**src/design/ctlm_pkg.sv**
```systemverilog
// Package for the cache tag latency model: payload structs, register indexes,
// state encoding and default geometry. No dependencies.
`default_nettype none
package ctlm_pkg;

  localparam int unsigned NumWaysDef  = 4;
  localparam int unsigned NumSetsDef  = 64;
  localparam int unsigned LineBitsDef = 6;
  localparam int unsigned AddrWidthDef = 32;

  localparam int unsigned AgeW = 32;
  localparam int unsigned LatW = 20;
  localparam int unsigned PaddrW = 5;

  typedef enum logic [2:0] {
    RegCacheEnable  = 3'd0,
    RegReadLat      = 3'd1,
    RegWriteLat     = 3'd2,
    RegTagLat       = 3'd3,
    RegBurst        = 3'd4,
    RegWriteBack    = 3'd5,
    RegAllocOnWrite = 3'd6,
    RegInvOnWrite   = 3'd7
  } reg_idx_e;

  typedef enum logic [1:0] {
    StClear,
    StIdle,
    StLookup,
    StOut
  } state_e;

  typedef struct packed {
    logic        op;
    logic [31:0] address;
  } req_t;

  typedef struct packed {
    logic [LatW-1:0] latency;
    logic            hit;
    logic            allocated;
    logic            evicted;
    logic            dirty_evicted;
    logic            invalidated;
  } rsp_t;

  typedef struct packed {
    logic        cache_enable;
    logic [15:0] read_latency;
    logic [15:0] write_latency;
    logic [15:0] tag_latency;
    logic [15:0] line_burst_cycles;
    logic        write_back_mode;
    logic        allocate_on_write;
    logic        invalidate_on_write;
  } cfg_t;

endpackage
`default_nettype wire

```
**src/design/ctlm_regs.sv**
```systemverilog
// APB register file of the cache tag latency model.
// Depends on ctlm_pkg.
`default_nettype none
module ctlm_regs (
  input  wire logic                          clk_i,
  input  wire logic                          rst_ni,
  input  wire logic                          psel,
  input  wire logic                          penable,
  input  wire logic                          pwrite,
  input  wire logic [ctlm_pkg::PaddrW-1:0]   paddr,
  input  wire logic [31:0]                   pwdata,
  output logic      [31:0]                   prdata,
  output logic                               pready,
  output ctlm_pkg::cfg_t                     cfg_o
);
  ctlm_pkg::cfg_t cfg_q;
  ctlm_pkg::reg_idx_e idx;
  logic in_range;

  assign idx      = ctlm_pkg::reg_idx_e'(paddr[4:2]);
  assign in_range = (paddr[1:0] == 2'b00);
  assign pready   = 1'b1;
  assign cfg_o    = cfg_q;

  always_ff @(posedge clk_i or negedge rst_ni) begin
    if (!rst_ni) begin
      cfg_q.cache_enable        <= 1'b1;
      cfg_q.read_latency        <= 16'd10;
      cfg_q.write_latency       <= 16'd10;
      cfg_q.tag_latency         <= 16'd1;
      cfg_q.line_burst_cycles   <= 16'd8;
      cfg_q.write_back_mode     <= 1'b0;
      cfg_q.allocate_on_write   <= 1'b0;
      cfg_q.invalidate_on_write <= 1'b1;
    end else if (psel && penable && pwrite && in_range) begin
      unique case (idx)
        ctlm_pkg::RegCacheEnable:  cfg_q.cache_enable        <= pwdata[0];
        ctlm_pkg::RegReadLat:      cfg_q.read_latency        <= pwdata[15:0];
        ctlm_pkg::RegWriteLat:     cfg_q.write_latency       <= pwdata[15:0];
        ctlm_pkg::RegTagLat:       cfg_q.tag_latency         <= pwdata[15:0];
        ctlm_pkg::RegBurst:        cfg_q.line_burst_cycles   <= pwdata[15:0];
        ctlm_pkg::RegWriteBack:    cfg_q.write_back_mode     <= pwdata[0];
        ctlm_pkg::RegAllocOnWrite: cfg_q.allocate_on_write   <= pwdata[0];
        ctlm_pkg::RegInvOnWrite:   cfg_q.invalidate_on_write <= pwdata[0];
        default: ;
      endcase
    end
  end

  always_comb begin
    prdata = '0;
    if (in_range) begin
      unique case (idx)
        ctlm_pkg::RegCacheEnable:  prdata[0]    = cfg_q.cache_enable;
        ctlm_pkg::RegReadLat:      prdata[15:0] = cfg_q.read_latency;
        ctlm_pkg::RegWriteLat:     prdata[15:0] = cfg_q.write_latency;
        ctlm_pkg::RegTagLat:       prdata[15:0] = cfg_q.tag_latency;
        ctlm_pkg::RegBurst:        prdata[15:0] = cfg_q.line_burst_cycles;
        ctlm_pkg::RegWriteBack:    prdata[0]    = cfg_q.write_back_mode;
        ctlm_pkg::RegAllocOnWrite: prdata[0]    = cfg_q.allocate_on_write;
        ctlm_pkg::RegInvOnWrite:   prdata[0]    = cfg_q.invalidate_on_write;
        default: ;
      endcase
    end
  end
endmodule
`default_nettype wire
```
**config.mk**
```make
export PLATFORM = sky130hd
export DESIGN_NAME = ctlm_regs
export DESIGN_NICKNAME = d
export VERILOG_FILES = /design/src/design/ctlm_pkg.sv /design/src/design/ctlm_regs.sv
export SDC_FILE = /design/constraint.sdc
export NUM_CORES = 1
export LEC_CHECK = 0
export BUFFER_PORTS_ARGS = -buffer_cell sky130_fd_sc_hd__buf_4
export CAP_MARGIN = 10
export CORE_ASPECT_RATIO = 0.75
export CORE_MARGIN = 5
export CORE_UTILIZATION = 26
export DETAILED_ROUTE_END_ITERATION = 10
export GPL_ROUTABILITY_DRIVEN = 0
export PLACE_DENSITY = 0.5
export SLEW_MARGIN = 20
export SYNTH_ARGS = -nofsm -noshare
export SYNTH_HDL_FRONTEND = slang
export SYNTH_SLANG_ARGS = --single-unit
export TNS_END_PERCENT = 1
```
**constraint.sdc**
```tcl
create_clock -name clk_i -period 1.45 [get_ports clk_i]
set_clock_uncertainty 0.1 [all_clocks]
set_input_delay 0.145 -clock clk_i [delete_from_list [all_inputs] [get_ports clk_i]]
set_output_delay 0.145 -clock clk_i [all_outputs]
set_load 0.05 [all_outputs]
```
==> out/results.env <==
TOTAL_OF_ENDPOINTS_WITH_NEGATIVE_SETUP_SLACK_IN_THE_FINAL_REPORT=16
LARGEST_NET_DEGREE_AT_THE_START_OF_GLOBAL_ROUTING=35
R2R_END='cfg_o[17]'
DRTANTENNAVIOLNETS=0
TOP_LIBRARY_CELLS_BY_USAGE_IN_THE_LAYOUT_FILL_AND_TAPS_ASIDE='sky130_fd_sc_hd__buf_4 (124), sky130_fd_sc_hd__dfrtp_1 (59), sky130_fd_sc_hd__mux2_1 (58)'
CP_TOP_FAMILY='compound AO/OA/AOI/OAI gates'
YS.FLOP_TYPE='sky130_fd_sc_hd__dfrtp_1'
SYNTH_COMPOUND_GATE_AREA_SHARE=0.102
SYNTH-WARNING-COUNT=0
SYNTH-ADDER-AREA-SHARE=0
MAX-CLOCK-PATH-BUFFERS=2
AVGSYNTHCELLAREA_UM2=12.6
FIRSTDRTPASSITERS=4
WORST_SETUP_HOLD_PATH_CLK_SLEW_NS=0.06
DP_HPWL_UM=7810
TIMING.HOLD.WORST.CLASS='in2async'
REPORT.FINAL.HOLD_VIOL_COUNT=0
DIE_H_UM=108
FIN_TNS_SETUP_NS=-3.05
CRIT_ARRIVAL_NS=1.55
ROUTEDWLPERCELL_UM=17.5
CLOCK_SINK_COUNT=68
TIMING.CRITICAL_PATH.FANOUT_MAX=2
CRITICAL_PATH.STARTPOINT_TYPE='flop'
MAX_CLOCK_FREQ_MHz=558
DRV.MAX_CAP_VIOLATION_COUNT=0
START_UTIL=0.262
LARGEST_REG_FLOPS=68
CLK_ROOT_BUFFER_CELL='sky130_fd_sc_hd__clkbuf_16'
FINALWIRELENGTH_UM=10500
MOST_COMMON_LIBRARY_CELL_IN_THE_LAYOUT_IGNORING_FILL_AND_TAPS='sky130_fd_sc_hd__buf_4'
PLACE_AREA_UM2=4810
VDD.IR_DROP.WORST_mV=0.516
LEAKAGEPOWER_uW=0.00254
OUTCOME='finished, violations left'
SYNTHMUXAREASHARE=0.242
GRT_OVERFLOW=0
SIMPLE_GATE_FRACTION_OF_SYNTH_AREA=0.0759
LARGEST_FAMILY_OF_LOGIC_CELLS_BY_SYNTHESIZED_AREA='multiplexers'
VIAS_PER_CELL=4.55
INITIAL_ANTENNA_VIOLATION_COUNT=0
DIE_WIDTH_UM=141
SYNTH_UNIQUE_CELLS=37
YS_FF_LATCH=68
TOP_LEVEL_PORTS=143
PINS_OVER_SLEW_LIMIT=0
TRACK_USAGE=0.140
DRT_FIRST_ITER_VIOLATIONS=140
WORST_PATH_SETUP_SLACK_AFTER_ROUTING_NS=-0.344
IO_BUFFERS=109
ANTENNADIODECOUNT=0
YOSYS.AREA_SHARE.XOR_XNOR=0
POWER_PER_CELL_AREA_nW_PER_UM2=1100
SYNTH_EDF_COUNT=0
CORE-AREA_UM2=12800
FINALINSTANCEAREA_UM2=5350
TIMING.CRITICAL_PATH.SLOWEST_CELL_DELAY_NS=0.39
GRT_PASS1_VIAS=2886
CRIT_PATH_CELL_TRACE='nand2_1, o22ai_1, a222oi_1, buf_4, nor2_4, buf_6'
FINALCRITPERIODSHARE=1.24
WORST-R2R-SETUP-SLACK_NS=0.41
VIOLATED_CHECKS='setup timing'
STD_CELL_ROWS=36
VIA_TOTAL_AFTER_DETAILED_ROUTING=2733
LAYOUT-DRIVE-GT1-SHARE=0.474
POST_SYNTH_INST_COUNT=267
NETS=467
CP_NUM_BUF_INV=2
WORSTSETUPPATHTYPE='reg2out'
SYNTH_SEQUENTIAL_AREA_RATIO=0.509
WORST_EP_REQUIRED_TIME_NS=1.21
WORST_SKEW_PAIR.LATE_LATENCY_NS=0.32
CRITICAL_PATH.ENDPOINT_TYPE='primary output'
TOTAL_DIE_AREA_UM2=15300
R2R_START='cfg_o[17]'
CLOCK_TREE_FROM_TRITONCTS='yes'
GRT_SETUP_UNREPAIRED='yes'
MIN_PERIOD_NS=1.79
SLOWEST_STAGE='sky130_fd_sc_hd__dfrtp_1'
CTS_BUFFERS=9
R2R_CELLS=2
WORST_HOLD_SLACK_NS=0.186
ASYNC_FLOP_SHARE=1.00
WIRE_LENGTH_OF_THE_FIRST_GLOBAL_ROUTING_PASS_UM=16500
DRC_ERRORS=0
CLOCK_TREE.HTREE_LEVEL_COUNT=3
SYNTH.CELL_AREA_UM2=3360
LAYOUT-AREA-OVERHEAD-VS-SYNTH_PCT=59.0
cells by family after synthesis:
family / count (synthesis)
compound gates: 51
buf+inv: 35
flops: 68
mux: 69
other cells: 2
simple gates: 42
timing repair:
| action | 4_1_cts | 5_1_grt |
|---|---|---|
| gates resized for setup | 16 | 0 |
| hold buffers | 17 | 0 |
| cloned | 0 | 0 |
| setup endpoints to repair | 16 | 16 |
| setup buffers | 0 | 0 |
| hold endpoints to repair | 130 | 0 |
| pin swaps | 1 | 1 |
worst register-to-register path: stages (launching register included):
cell and delay [ns]:
sky130_fd_sc_hd__dfrtp_1 0.39, sky130_fd_sc_hd__buf_4 0.14, sky130_fd_sc_hd__mux2_1 0.28
stage by stage:
stage	std cells	utilization	total power, uW	worst slack (ns)
6_report	601	0.416	5910	-0.344
5_1_grt	601	0.416	6140	-0.395
4_1_cts	601	0.416	5980	-0.341
3_5_place_dp	568	0.375	3700	-0.226
3_3_place_gp	568	0.375	3690	-0.175
2_1_floorplan	282	-	3170	-0.188
how the worst max path moves through the flow:
stage	start	to	slack [ns]	cells past startpoint
after floorplan	cfg_o[19]	prdata[0]	-0.19	4
after global placement	paddr[2]	prdata[8]	-0.17	7
after detailed placement	paddr[1]	cfg_o[33]	-0.23	6
after CTS	cfg_o[19]	prdata[0]	-0.34	5
after global routing	cfg_o[19]	prdata[0]	-0.40	5
final	cfg_o[17]	prdata[14]	-0.34	6
synth_stat cells, types with 2 or more instances:
cell / count / area (um^2)
sky130_fd_sc_hd__nor2b_1: 2 / 12.5
sky130_fd_sc_hd__clkbuf_1: 3 / 11.3
sky130_fd_sc_hd__buf_4: 20 / 150
sky130_fd_sc_hd__buf_6: 2 / 22.5
sky130_fd_sc_hd__mux2_4: 10 / 150
sky130_fd_sc_hd__and2_1: 2 / 12.5
sky130_fd_sc_hd__a21oi_1: 15 / 75.1
sky130_fd_sc_hd__and3_1: 3 / 18.8
sky130_fd_sc_hd__dfstp_2: 8 / 210
sky130_fd_sc_hd__nand2_1: 6 / 22.5
sky130_fd_sc_hd__inv_1: 2 / 7.51
sky130_fd_sc_hd__a22oi_1: 28 / 210
sky130_fd_sc_hd__buf_2: 7 / 35.0
sky130_fd_sc_hd__conb_1: 2 / 7.51
sky130_fd_sc_hd__dfrtp_1: 60 / 1500
sky130_fd_sc_hd__nand3_1: 2 / 10.0
sky130_fd_sc_hd__nor2_1: 5 / 18.8
sky130_fd_sc_hd__mux2_1: 58 / 653
sky130_fd_sc_hd__or2_1: 14 / 87.6
metal layers:
metal,up-vias,wire length (um),GRT usage
met5,-,0,0
met4,0,110,0.0394
met3,11,706,0.0385
met2,98,4850,0.223
met1,1367,4870,0.188
li1,1257,-,-
area by class of cell:
cell class	count	area, um^2
Multi-Input combinational cell	179	1670
Clock inverter	4	47.5
Inverter	2	7.51
Tap cell	171	214
Fill cell	1203	7490
Clock buffer	12	256
Sequential cell	68	1710
Timing Repair Buffer	165	1440
report_power, final:
group          leakage (uW)  internal (uW)  switching [uW]
logic               0.00150            496             993
registers          0.000898           2070             134
clock network      0.000149           1420             794
total               0.00254           3980            1920
Power figures use the tool's default switching activity.
